<file path="config.mk">
export PLATFORM = sky130hd
export DESIGN_NAME = coarse_to_fine_grid_stigmator_search_core_flat
export DESIGN_NICKNAME = d
export VERILOG_FILES = /design/src/cgs_pkg.sv /design/src/cgs_if.sv /design/src/cgs_point_gen.sv /design/src/cgs_engine.sv /design/src/coarse_to_fine_grid_stigmator_search_core.sv /design/src/flat_wrapper.sv
export SDC_FILE = /design/constraint.sdc
export NUM_CORES = 1
export LEC_CHECK = 0
export BUFFER_PORTS_ARGS = -buffer_cell sky130_fd_sc_hd__buf_2
export CELL_PAD_IN_SITES_DETAIL_PLACEMENT = 0
export CELL_PAD_IN_SITES_GLOBAL_PLACEMENT = 1
export CORE_MARGIN = 5
export CORE_UTILIZATION = 48
export DETAILED_ROUTE_END_ITERATION = 10
export PLACE_DENSITY = 0.83
export SYNTH_ARGS = -nofsm -noshare
export SYNTH_HDL_FRONTEND = slang
export SYNTH_SLANG_ARGS = --single-unit
export TNS_END_PERCENT = 100
</file>
<file path="constraint.sdc">
create_clock -name clk -period 9.9 [get_ports clk]
set_input_delay 1.98 -clock clk [delete_from_list [all_inputs] [get_ports clk]]
set_output_delay 1.98 -clock clk [all_outputs]
set_load 0.03 [all_outputs]
</file>
<file path="src/cgs_pkg.sv">
// Package for the coarse-to-fine grid stigmator search.
// Holds the stage geometry, the status and operation codes and the coordinate saturation.
// No dependencies.
package cgs_pkg;

  localparam int CGS_COORD_BITS_DEF = 12;
  localparam int CGS_SHARP_BITS_DEF = 32;
  localparam int CGS_GRID_POINTS    = 16;
  localparam int CGS_WIDE_BITS      = 19;
  localparam int CGS_COARSE_ORIGIN  = -1536;

  localparam logic [1:0] CGS_LAST_STAGE = 2'd3;

  localparam int CGS_STEP_LOG2    [4] = '{10, 8, 6, 3};
  localparam int CGS_STAGE_OFFSET [4] = '{0, -385, -97, -16};

  localparam logic OP_START   = 1'b0;
  localparam logic OP_MEASURE = 1'b1;

  typedef enum logic [1:0] {
    ST_CONTINUE = 2'd0,
    ST_DONE     = 2'd1,
    ST_IDLE     = 2'd2
  } status_t;

  typedef logic signed [CGS_WIDE_BITS-1:0] wide_t;

  function automatic wide_t cgs_sat(input wide_t v, input int cb);
    wide_t hi;
    wide_t lo;
    hi = CGS_WIDE_BITS'((1 << (cb - 1)) - 1);
    lo = ~hi;
    if (v > hi) begin
      cgs_sat = hi;
    end else if (v < lo) begin
      cgs_sat = lo;
    end else begin
      cgs_sat = v;
    end
  endfunction

endpackage

</file>
<file path="src/cgs_if.sv">
// Valid/ready channel interfaces for the grid stigmator search.
// Depends on cgs_pkg for default widths and the status type.
interface cgs_in_if #(
  parameter int SHARP_BITS = cgs_pkg::CGS_SHARP_BITS_DEF
) ();
  logic                  valid;
  logic                  ready;
  logic                  op;
  logic [SHARP_BITS-1:0] sharpness;

  modport source (output valid, output op, output sharpness, input ready);
  modport sink   (input valid, input op, input sharpness, output ready);
endinterface

interface cgs_out_if #(
  parameter int COORD_BITS = cgs_pkg::CGS_COORD_BITS_DEF
) ();
  logic                         valid;
  logic                         ready;
  logic signed [COORD_BITS-1:0] stig_x;
  logic signed [COORD_BITS-1:0] stig_y;
  cgs_pkg::status_t             status;

  modport source (output valid, output stig_x, output stig_y, output status, input ready);
  modport sink   (input valid, input stig_x, input stig_y, input status, output ready);
endinterface

</file>
<file path="src/cgs_point_gen.sv">
// Grid point generator: serpentine position of one point from origin, stage and index.
// Depends on cgs_pkg.
module cgs_point_gen #(
  parameter int COORD_BITS = cgs_pkg::CGS_COORD_BITS_DEF
) (
  input  logic signed [COORD_BITS-1:0] org_x,
  input  logic signed [COORD_BITS-1:0] org_y,
  input  logic [1:0]                   stage,
  input  logic [3:0]                   idx,
  output logic signed [COORD_BITS-1:0] pt_x,
  output logic signed [COORD_BITS-1:0] pt_y
);
  import cgs_pkg::*;

  logic [1:0] col;
  logic [1:0] row;
  logic [3:0] shamt;
  wide_t      dx;
  wide_t      dy;
  wide_t      sum_x;
  wide_t      sum_y;
  wide_t      sat_x;
  wide_t      sat_y;

  always_comb begin
    row   = idx[3:2];
    col   = row[0] ? ~idx[1:0] : idx[1:0];
    shamt = 4'(CGS_STEP_LOG2[stage]);
    dx    = $signed(CGS_WIDE_BITS'(col) << shamt);
    dy    = $signed(CGS_WIDE_BITS'(row) << shamt);
    sum_x = CGS_WIDE_BITS'(org_x) + dx;
    sum_y = CGS_WIDE_BITS'(org_y) + dy;
    sat_x = cgs_sat(sum_x, COORD_BITS);
    sat_y = cgs_sat(sum_y, COORD_BITS);
  end

  assign pt_x = sat_x[COORD_BITS-1:0];
  assign pt_y = sat_y[COORD_BITS-1:0];

endmodule

</file>
<file path="src/cgs_engine.sv">
// Search engine: stage, point index, grid origin and running best, plus next-point logic.
// Depends on cgs_pkg and cgs_point_gen.
module cgs_engine #(
  parameter int COORD_BITS = cgs_pkg::CGS_COORD_BITS_DEF,
  parameter int SHARP_BITS = cgs_pkg::CGS_SHARP_BITS_DEF
) (
  input  logic                         clk,
  input  logic                         rst_n,
  input  logic                         advance,
  input  logic                         op,
  input  logic [SHARP_BITS-1:0]        sharp,
  output logic signed [COORD_BITS-1:0] res_x,
  output logic signed [COORD_BITS-1:0] res_y,
  output cgs_pkg::status_t             res_status
);
  import cgs_pkg::*;

  localparam logic signed [COORD_BITS-1:0] START_ORG = COORD_BITS'(CGS_COARSE_ORIGIN);
  localparam logic [3:0] LAST_POINT = 4'(CGS_GRID_POINTS - 1);

  logic                         running_r, running_nxt;
  logic [1:0]                   stage_r, stage_nxt;
  logic [3:0]                   idx_r, idx_nxt;
  logic signed [COORD_BITS-1:0] org_x_r, org_x_nxt;
  logic signed [COORD_BITS-1:0] org_y_r, org_y_nxt;
  logic [SHARP_BITS-1:0]        best_r, best_nxt;
  logic signed [COORD_BITS-1:0] held_x_r, held_x_nxt;
  logic signed [COORD_BITS-1:0] held_y_r, held_y_nxt;

  logic signed [COORD_BITS-1:0] cur_x, cur_y;
  logic signed [COORD_BITS-1:0] nxt_x, nxt_y;
  logic signed [COORD_BITS-1:0] hn_x, hn_y;
  logic [1:0]                   stage_inc;
  logic                         take;
  wide_t                        org_wx, org_wy;

  cgs_point_gen #(.COORD_BITS(COORD_BITS)) u_cur (
    .org_x(org_x_r), .org_y(org_y_r), .stage(stage_r), .idx(idx_r),
    .pt_x(cur_x), .pt_y(cur_y)
  );

  cgs_point_gen #(.COORD_BITS(COORD_BITS)) u_nxt (
    .org_x(org_x_r), .org_y(org_y_r), .stage(stage_r), .idx(idx_r + 4'd1),
    .pt_x(nxt_x), .pt_y(nxt_y)
  );

  always_comb begin
    take      = (idx_r == '0) || (sharp > best_r);
    hn_x      = take ? cur_x : held_x_r;
    hn_y      = take ? cur_y : held_y_r;
    stage_inc = stage_r + 2'd1;
    org_wx    = cgs_sat(CGS_WIDE_BITS'(hn_x) + CGS_WIDE_BITS'(CGS_STAGE_OFFSET[stage_inc]),
                        COORD_BITS);
    org_wy    = cgs_sat(CGS_WIDE_BITS'(hn_y) + CGS_WIDE_BITS'(CGS_STAGE_OFFSET[stage_inc]),
                        COORD_BITS);
  end

  always_comb begin
    running_nxt = running_r;
    stage_nxt   = stage_r;
    idx_nxt     = idx_r;
    org_x_nxt   = org_x_r;
    org_y_nxt   = org_y_r;
    best_nxt    = best_r;
    held_x_nxt  = held_x_r;
    held_y_nxt  = held_y_r;
    res_x       = '0;
    res_y       = '0;
    res_status  = ST_IDLE;
    priority if (op == OP_START) begin
      running_nxt = 1'b1;
      stage_nxt   = '0;
      idx_nxt     = '0;
      org_x_nxt   = START_ORG;
      org_y_nxt   = START_ORG;
      best_nxt    = '0;
      held_x_nxt  = '0;
      held_y_nxt  = '0;
      res_x       = START_ORG;
      res_y       = START_ORG;
      res_status  = ST_CONTINUE;
    end else if (!running_r) begin
      res_status = ST_IDLE;
    end else begin
      best_nxt   = take ? sharp : best_r;
      held_x_nxt = hn_x;
      held_y_nxt = hn_y;
      priority if (idx_r != LAST_POINT) begin
        idx_nxt    = idx_r + 4'd1;
        res_x      = nxt_x;
        res_y      = nxt_y;
        res_status = ST_CONTINUE;
      end else if (stage_r == CGS_LAST_STAGE) begin
        running_nxt = 1'b0;
        res_x       = hn_x;
        res_y       = hn_y;
        res_status  = ST_DONE;
      end else begin
        stage_nxt  = stage_inc;
        idx_nxt    = '0;
        best_nxt   = '0;
        org_x_nxt  = org_wx[COORD_BITS-1:0];
        org_y_nxt  = org_wy[COORD_BITS-1:0];
        res_x      = org_wx[COORD_BITS-1:0];
        res_y      = org_wy[COORD_BITS-1:0];
        res_status = ST_CONTINUE;
      end
    end
  end

  always_ff @(posedge clk) begin
    if (!rst_n) begin
      running_r <= 1'b0;
      stage_r   <= '0;
      idx_r     <= '0;
      org_x_r   <= START_ORG;
      org_y_r   <= START_ORG;
      best_r    <= '0;
      held_x_r  <= '0;
      held_y_r  <= '0;
    end else if (advance) begin
      running_r <= running_nxt;
      stage_r   <= stage_nxt;
      idx_r     <= idx_nxt;
      org_x_r   <= org_x_nxt;
      org_y_r   <= org_y_nxt;
      best_r    <= best_nxt;
      held_x_r  <= held_x_nxt;
      held_y_r  <= held_y_nxt;
    end
  end

  a_start_resets: assert property (@(posedge clk) disable iff (!rst_n)
    advance && op == OP_START |=> running_r && idx_r == '0 && stage_r == '0)
    else $error("start item did not restart the coarse stage");

  a_idle_holds: assert property (@(posedge clk) disable iff (!rst_n)
    advance && op == OP_MEASURE && !running_r |=> $stable(idx_r) && $stable(stage_r)
      && !running_r)
    else $error("idle measure item changed the search state");

  a_done_stops: assert property (@(posedge clk) disable iff (!rst_n)
    advance && res_status == ST_DONE |=> !running_r)
    else $error("search still running after completion");

  a_idle_zero: assert property (@(posedge clk) disable iff (!rst_n)
    res_status == ST_IDLE |-> res_x == '0 && res_y == '0 && !running_r)
    else $error("idle result carries a point");

endmodule

</file>
<file path="src/coarse_to_fine_grid_stigmator_search_core.sv">
// Top level of the coarse-to-fine grid stigmator search: input register, engine, result register.
// Depends on cgs_pkg, cgs_if and cgs_engine.
//
// Usage: in_ch carries items with op (start or measure) and sharpness. A start item
// begins a new search and answers with the first coarse grid point. Each measure item
// gives the sharpness at the point last handed out and answers with the next point to
// apply; after sixteen points of the last stage the answer is the best point with
// status completed. A measure item while no search runs answers with status idle.
// Every item gives exactly one result item on out_ch.
// An accepted item waits in the input register until the result register is free or
// being read, then moves into it. Throughput: one item per cycle while out_ch does not
// stall; the input register and the result register form two stages, and the engine
// updates its state in the cycle an item moves between them. When out_ch stalls, one
// more item can wait in the input register before in_ch.ready drops. Reset clears the
// valid flags of both registers, empties the channel and leaves the search idle.
module coarse_to_fine_grid_stigmator_search_core #(
  parameter int COORD_BITS = cgs_pkg::CGS_COORD_BITS_DEF,
  parameter int SHARP_BITS = cgs_pkg::CGS_SHARP_BITS_DEF
) (
  input  logic       clk,
  input  logic       rst_n,
  cgs_in_if.sink     in_ch,
  cgs_out_if.source  out_ch
);
  import cgs_pkg::*;

  logic                         in_valid_r;
  logic                         in_op_r;
  logic [SHARP_BITS-1:0]        in_sharp_r;
  logic                         out_valid_r;
  logic signed [COORD_BITS-1:0] out_x_r;
  logic signed [COORD_BITS-1:0] out_y_r;
  status_t                      out_status_r;

  logic                         advance;
  logic                         in_accept;
  logic signed [COORD_BITS-1:0] res_x;
  logic signed [COORD_BITS-1:0] res_y;
  status_t                      res_status;

  assign advance   = in_valid_r && (!out_valid_r || out_ch.ready);
  assign in_accept = in_ch.valid && in_ch.ready;

  assign in_ch.ready   = !in_valid_r || advance;
  assign out_ch.valid  = out_valid_r;
  assign out_ch.stig_x = out_x_r;
  assign out_ch.stig_y = out_y_r;
  assign out_ch.status = out_status_r;

  cgs_engine #(.COORD_BITS(COORD_BITS), .SHARP_BITS(SHARP_BITS)) u_engine (
    .clk        (clk),
    .rst_n      (rst_n),
    .advance    (advance),
    .op         (in_op_r),
    .sharp      (in_sharp_r),
    .res_x      (res_x),
    .res_y      (res_y),
    .res_status (res_status)
  );

  always_ff @(posedge clk) begin
    if (!rst_n) begin
      in_valid_r  <= 1'b0;
      out_valid_r <= 1'b0;
    end else begin
      if (in_accept) begin
        in_valid_r <= 1'b1;
      end else if (advance) begin
        in_valid_r <= 1'b0;
      end
      if (advance) begin
        out_valid_r <= 1'b1;
      end else if (out_ch.ready) begin
        out_valid_r <= 1'b0;
      end
    end
  end

  always_ff @(posedge clk) begin
    if (in_accept) begin
      in_op_r    <= in_ch.op;
      in_sharp_r <= SHARP_BITS'(in_ch.sharpness);
    end
    if (advance) begin
      out_x_r      <= res_x;
      out_y_r      <= res_y;
      out_status_r <= res_status;
    end
  end

endmodule

</file>
<file path="src/flat_wrapper.sv">
// flat-port wrapper written by rule: the top's interface ports become plain ports
module coarse_to_fine_grid_stigmator_search_core_flat import cgs_pkg::*;
#(
  parameter int COORD_BITS = cgs_pkg::CGS_COORD_BITS_DEF,
  parameter int SHARP_BITS = cgs_pkg::CGS_SHARP_BITS_DEF
)
  (clk, rst_n, in_ch_valid, in_ch_op, in_ch_sharpness, in_ch_ready, out_ch_valid, out_ch_stig_x, out_ch_stig_y, out_ch_status, out_ch_ready);
  cgs_in_if #(.SHARP_BITS(SHARP_BITS)) in_ch_i ();
  cgs_out_if #(.COORD_BITS(COORD_BITS)) out_ch_i ();
  input  logic clk;
  input  logic rst_n;
  input wire logic [$bits(in_ch_i.valid)-1:0] in_ch_valid;
  input wire logic [$bits(in_ch_i.op)-1:0] in_ch_op;
  input wire logic [$bits(in_ch_i.sharpness)-1:0] in_ch_sharpness;
  output wire logic [$bits(in_ch_i.ready)-1:0] in_ch_ready;
  output wire logic [$bits(out_ch_i.valid)-1:0] out_ch_valid;
  output wire logic [$bits(out_ch_i.stig_x)-1:0] out_ch_stig_x;
  output wire logic [$bits(out_ch_i.stig_y)-1:0] out_ch_stig_y;
  output wire logic [$bits(out_ch_i.status)-1:0] out_ch_status;
  input wire logic [$bits(out_ch_i.ready)-1:0] out_ch_ready;
  assign in_ch_i.valid = in_ch_valid;
  assign in_ch_i.op = in_ch_op;
  assign in_ch_i.sharpness = in_ch_sharpness;
  assign in_ch_ready = in_ch_i.ready;
  assign out_ch_valid = out_ch_i.valid;
  assign out_ch_stig_x = out_ch_i.stig_x;
  assign out_ch_stig_y = out_ch_i.stig_y;
  assign out_ch_status = out_ch_i.status;
  assign out_ch_i.ready = out_ch_ready;
  coarse_to_fine_grid_stigmator_search_core #(.COORD_BITS(COORD_BITS), .SHARP_BITS(SHARP_BITS)) u_core (.clk(clk), .rst_n(rst_n), .in_ch(in_ch_i), .out_ch(out_ch_i));
endmodule
</file>
* Yosys cells after proc, flatten, opt, wreduce, memory -nomap -nowiden *
Cells that the tools add are included.

word-level totals
  register bits = 148
  input bits = 37
  output and inout bits = 28
  word-level logic and storage cells = 136

cells by class
  add/subtract/negate cells = 8
  magnitude comparators = 15
  eq/ne operators = 6
  shift-type cells = 4
  multiplexer cells = 64
  bitwise logic cells = 6
  reductions and logical operators = 15

operators by type and width
  cell                                                              count
  2-to-1 mux 12 bit                                                 32
  2-to-1 mux 32 bit                                                 5
  binary-select mux 32 bit (select 2 bit)                           2
  adder 12 x 19 -> 19 bit                                           6
  greater-than comparator 19 x 12 -> 1 bit (second input constant)  6
  less-than comparator 19 x 12 -> 1 bit (second input constant)     6
  << shifter 2 x 4 -> 19 bit                                        4
  2-to-1 mux 19 bit                                                 2
  greater-than comparator 32 bit                                    1
  2-to-1 mux 4 bit                                                  6
  2-to-1 mux 2 bit                                                  7
  2-to-1 mux 1 bit                                                  10
  greater-or-equal comparator 3 bit (second input constant)         2
  != test 2 bit (second input constant)                             3
  inverter 2 -> 3 bit                                               2
  adder 4 x 1 -> 4 bit (second input constant)                      1
  logical NOT 4 bit                                                 1
  != test 4 bit (second input constant)                             1
  inverter 2 bit                                                    2
  AND reduction 2 bit                                               2
  AND reduction 4 bit                                               1
  nonzero test 2 bit                                                2
  logical OR 1 bit                                                  3
  != test 3 bit (second input constant)                             1
  7 further kinds                                                   10

* Logic depth before layout (Yosys ltp) *
  word-level depth = 18
  gate-level depth with buffers = 39
  gate-level depth less buffers = 36

* Modules after synthesis *
Synthesis repeated with hierarchy kept, for this count alone.

unflattened totals
  cells, all modules = 1454
  area, all modules = 12384.4 µm²

modules (own cells, without submodules)
  module                                     instances  cells each  area each (µm²)  seq. area each (µm²)
  cgs_engine                                 1          746         6018.3           1741.7
  cgs_point_gen (u_core.u_engine.u_cur)      1          340         2327.2           0.0
  cgs_point_gen (u_core.u_engine.u_nxt)      1          300         2163.3           0.0
  coarse_to_fine_grid_stigmator_search_core  1          68          1875.5           1811.7

* Least setup slack after synthesis *
No wires, ideal clock.

  path kind = reg-to-reg
  from = register u_core.u_engine.stage_r[1]
  to = register u_core.out_y_r[7], in the netlist u_core.out_ch.stig_y[7] (data pin)
  library setup time = 264 ps
  arrival = 6817 ps
  data required time = 9636 ps
  path slack = 2820 ps
  cell stages (with the launch flop) = 39
  path buffers = 3
  clock period less this slack = 7080 ps
  cells stage by stage = dfxtp_1 -> clkbuf_1 -> inv_1 -> ha_1 -> nor2b_1 -> nand2b_1 -> nor2_1 -> ha_1 -> inv_1 -> fa_1 -> nor2b_1 -> o21a_1 -> o21ai_0 -> a211o_1 -> a311oi_1 -> o21ai_0 -> a21oi_1 -> nor2_1 -> [3 not listed] -> a21oi_1 -> nor2_1 -> ha_1 -> inv_1 -> fa_1 -> nor2b_1 -> o21ai_0 -> a21oi_1 -> o21ai_0 -> a21oi_1 -> o21ai_0 -> a21oi_1 -> o31ai_1 -> a2111o_1 -> clkbuf_1 -> a21oi_1 -> a311oi_1 -> o2bb2ai_1

on the way
  cells in the longest elaborated chain, start to end = 16
  elaborated cells between the ends (all ways) = 30
  classes of those cells = add/sub (4); order compare (6); eq/ne (1); shift (2); mux (15); bitwise (2)

ends and longest elaborated chain
  what                                                  RTL line                                         text
  start: declaration                                    cgs_engine.sv:22                                 logic [1:0] stage_r, stage_nxt;
  start signal: assignment                              cgs_engine.sv:123                                stage_r <= stage_nxt;
  inverter 2 -> 3 bit (implied by the code)             cgs_point_gen.sv:28                              shamt = 4'(CGS_STEP_LOG2[stage]);
  binary-select mux 32 bit (select 2 bit)               cgs_point_gen.sv:28
  2-to-1 mux 4 bit (implied by the code) (2 in series)  cgs_point_gen.sv:28
  << shifter 2 x 4 -> 19 bit                            cgs_point_gen.sv:30                              dy = $signed(CGS_WIDE_BITS'(row) << shamt);
  adder 12 x 19 -> 19 bit                               cgs_point_gen.sv:32                              sum_y = CGS_WIDE_BITS'(org_y) + dy;
  less-than comparator 19 x 12 -> 1 bit                 cgs_pkg.sv:35                                    end else if (v < lo) begin
  2-to-1 mux 12 bit                                     cgs_pkg.sv:35
  2-to-1 mux 12 bit                                     cgs_pkg.sv:33                                    if (v > hi) begin
  2-to-1 mux 12 bit                                     cgs_engine.sv:50                                 hn_y = take ? cur_y : held_y_r;
  adder 12 x 19 -> 19 bit                               cgs_engine.sv:54                                 org_wy = cgs_sat(CGS_WIDE_BITS'(hn_y) + CGS_WIDE_BITS'(CGS_STAGE_OFFSET[stage_inc]),
  less-than comparator 19 x 12 -> 1 bit                 cgs_pkg.sv:35
  2-to-1 mux 12 bit                                     cgs_pkg.sv:35
  2-to-1 mux 12 bit                                     cgs_pkg.sv:33
  2-to-1 mux 12 bit                                     cgs_engine.sv:93                                 end else if (stage_r == CGS_LAST_STAGE) begin
  2-to-1 mux 12 bit *                                   cgs_engine.sv:88                                 priority if (idx_r != LAST_POINT) begin
  end signal: assignment                                coarse_to_fine_grid_stigmator_search_core.sv:86  out_y_r <= res_y;
  end: declaration                                      coarse_to_fine_grid_stigmator_search_core.sv:32  logic signed [COORD_BITS-1:0] out_y_r;

Mark *: on every way between the ends. The rest lies on a longest branch, timed or not. The select of a mux whose other input is x is not followed.
A chain may end at the register's enable or synchronous reset.

* Final worst setup path *
  from = register u_core.u_engine.stage_r[0]
  to = register u_core.out_y_r[2], in the netlist u_core.out_ch.stig_y[2] (data pin)

The elaborated chain is that of the path after synthesis.

==> flow_metrics.py <==
metrics = {
    "sta": {
        "rsz0062_at_grt": "no",
        "relSlewSlack": 0.333,
        "setup_ws_ns": 1.22,
        "finalHoldViolations": 0,
        "setup_viol": 0,
        "max_freq_mhz": 115,
        "finClkSkew_ns": 0.0121,
        "worst_slew_pin_slew_ns": 0.998,
        "period_share": 0.877,
        "maxSlewViolCount": 0,
        "finalCriticalPeriod_ns": 8.68,
        "setup_tns_ns": 0,
    },
    "flow_run": {
        "drv_cap": 0,
    },
    "route": {
        "vias": 11800,
        "first_pass_iters": 5,
        "antenna_left": 0,
        "initialDrtViolationCount": 855,
        "vias_per_cell": 6.10,
        "drt_wl_total_mm": 36.9,
        "drc_errors": 0,
        "routedWlPerCell_um": 19.1,
    },
    "yosys": {
        "ys.flop_type": "dfxtp_1",
        "yosysUniqueCellTypes": 96,
        "synth.yosys.seq_area_share": 0.276,
        "synth.most_common_cell": "nor2_1",
        "synth_nets": 1733,
        "netlist_area_sq_um": 12900,
        "synth_top_area_frac": 0.138,
        "synth_cells": 1555,
        "yosys_warnings": 0,
        "synthTopCellsByCount": "nor2_1, ha_1, a21oi_1",
        "yosysTopAreaCell": "dfxtp_1",
        "synth_edf_count": 59,
        "async_reset_ff_frac": 0,
        "syn_area_per_cell_sq_um": 8.29,
        "synth_area_leaders": "dfxtp_1, edfxtp_1, ha_1",
        "ys_seq_elements": 148,
    },
    "layout": {
        "diodes": 0,
        "area_growth_pct": 8.86,
        "multi_input_area_sq_um": 8720,
        "nets": 1760,
        "nFillCells": 2557,
        "seqCellArea_sq_um": 3550,
        "drive_gt1_frac": 0.101,
    },
    "status": {
        "status": "finished clean",
    },
    "global_route": {
        "grt_max_degree": 73,
        "grt_overflow": 0,
        "grt_pass1_vias": 11200,
        "grt_pass1_wl_mm": 59.3,
        "track_usage": 0.239,
        "antenna_found_initial": 0,
    },
    "place": {
        "pre_cts_ws_ns": 1.37,
        "dpl.hpwl_mm": 28.3,
        "routabilityCongestion": 0.943,
        "port_buffers": 64,
    },
    "worst_setup_path": {
        "critPathKind": "register to register",
        "critPathArrivalTime_ns": 8.83,
        "cp_top_family": "compound AO/OA/AOI/OAI gates",
        "critical_path_required_ns": 10.05,
        "critPathSlowestCell": "a2111o_1",
        "max_stage_delay_ns": 0.59,
        "startpoint_type": "register",
        "cp-end-kind": "register",
        "critPathMaxFanout": 17,
        "cp_num_buf_inv": 3,
    },
    "floorplan": {
        "io_pins": 65,
        "placementRows": 60,
        "fp.dieW_um": 174,
        "die_area_sq_um": 30200,
        "fp.dieH_um": 174,
        "start_util": 0.482,
        "core_sq_um": 26700,
    },
    "power": {
        "power.total_w": 0.00159,
        "leakage_nw": 5.83,
        "ir_drop_mv": 0.135,
        "power.density_nw_per_um2": 113,
    },
    "clocking": {
        "cts.clk_slew.worst_paths_ns": 0.07,
        "root_buffer": "clkbuf_16",
        "cts-hold-fix-buffers": 0,
        "cts_made_buffers": 17,
        "clock_path_buffers": 2,
        "cts_tree": "yes",
        "h-tree-depth": 4,
        "clk_latency_ns": 0.43,
        "postCtsSetupRepairBufs": 0,
        "post_cts_resized": 0,
        "clock_sinks": 148,
    },
    "hold_path": {
        "min-delay-path-class": "register to register",
    },
}
## routing by layer
metal / global-route usage / vias up / routed length, um
li1: - / 5755 / -
met1: 0.329 / 5581 / 16700
met2: 0.386 / 403 / 16700
met3: 0.0353 / 69 / 2440
met4: 0.0779 / 0 / 1020
met5: 0 / - / 0
## state kept, by name (all words and copies together) (netlist names), 4 cells and up
register,flops
u_core.u_engine.org_y_r,12
u_core.in_sharp_r,32
u_core.u_engine.best_r,32
u_core.u_engine.held_y_r,12
u_core.u_engine.idx_r,4
u_core.u_engine.held_x_r,12
u_core.out_ch.stig_x,12
u_core.out_ch.stig_y,12
u_core.u_engine.org_x_r,12
## final cells by class
type | count | area share
Sequential cell | 148 | 0.253
Inverter | 93 | 0.0249
Clock buffer | 18 | 0.0306
Tap cell | 341 | 0.0304
Clock inverter | 14 | 0.00972
Timing Repair Buffer | 76 | 0.0293
Multi-Input combinational cell | 1246 | 0.622
## final timing paths
| path | startpoint | to | slack (ns) | cells past startpoint |
|---|---|---|---|---|
| hold / removal | u_core.u_engine.held_y_r[9] | u_core.u_engine.held_y_r[9] | 0.47 | 2 |
| setup / recovery | u_core.u_engine.stage_r[0] | u_core.out_ch.stig_y[2] | 1.22 | 36 |
| setup reg to reg | u_core.u_engine.stage_r[0] | u_core.out_ch.stig_y[2] | 1.22 | 36 |
| hold reg to reg | u_core.u_engine.held_y_r[9] | u_core.u_engine.held_y_r[9] | 0.47 | 2 |
## logic make-up after synthesis
logic type	count (synthesis)	share of synthesized area
buffers and inverters	161	0.0481
adders and majority gates	142	0.141
DFF	148	0.276
xor gates and xnor gates	79	0.0543
and+or+nand+nor	512	0.197
AOI/OAI and AO/OA	509	0.281
muxes	4	0.00311
## where the power goes
| group | internal [W] | total, W | switching, W | leakage, nW |
|---|---|---|---|---|
| Combinational | 0.000110 | 0.000305 | 0.000195 | 4.27 |
| Clock | 0.000333 | 0.000618 | 0.000285 | 0.269 |
| Sequential | 0.000653 | 0.000666 | 0.0000127 | 1.29 |
## per-stage QoR
step,instances,hold slack (ns),instance area [sq um],util
after floorplan,1555,0.437,12900,-
after global placement,1904,0.448,13500,0.504
after detailed placement,1904,0.456,13500,0.504
after CTS,1936,0.476,14000,0.525
after global routing,1936,0.499,14000,0.525
final,1936,0.470,14000,0.525
## worst min-delay path: stages, from the launching register on
cell and delay (ns):
dfxtp_1 0.33, a31oi_1 0.04, nor2_1 0.07
## cells in the final DEF (no fill, tap or decap), types with 13 or more instances in the layout
cell	count
dfxtp_1	89
a211o_1	13
or2_2	13
and2_1	19
a22oi_1	52
nand2b_1	20
o211ai_1	22
a211oi_1	20
clkbuf_16	17
o21ai_0	62
o21a_1	19
edfxtp_1	59
nor2b_1	74
xor2_1	25
nor2_1	158
ha_1	135
nand2_1	113
nand3_1	31
a21oi_1	119
a21o_1	41
nor3_1	23
buf_2	64
xnor2_1	53
inv_1	92
Note: power is estimated with default switching activity, not from simulation.
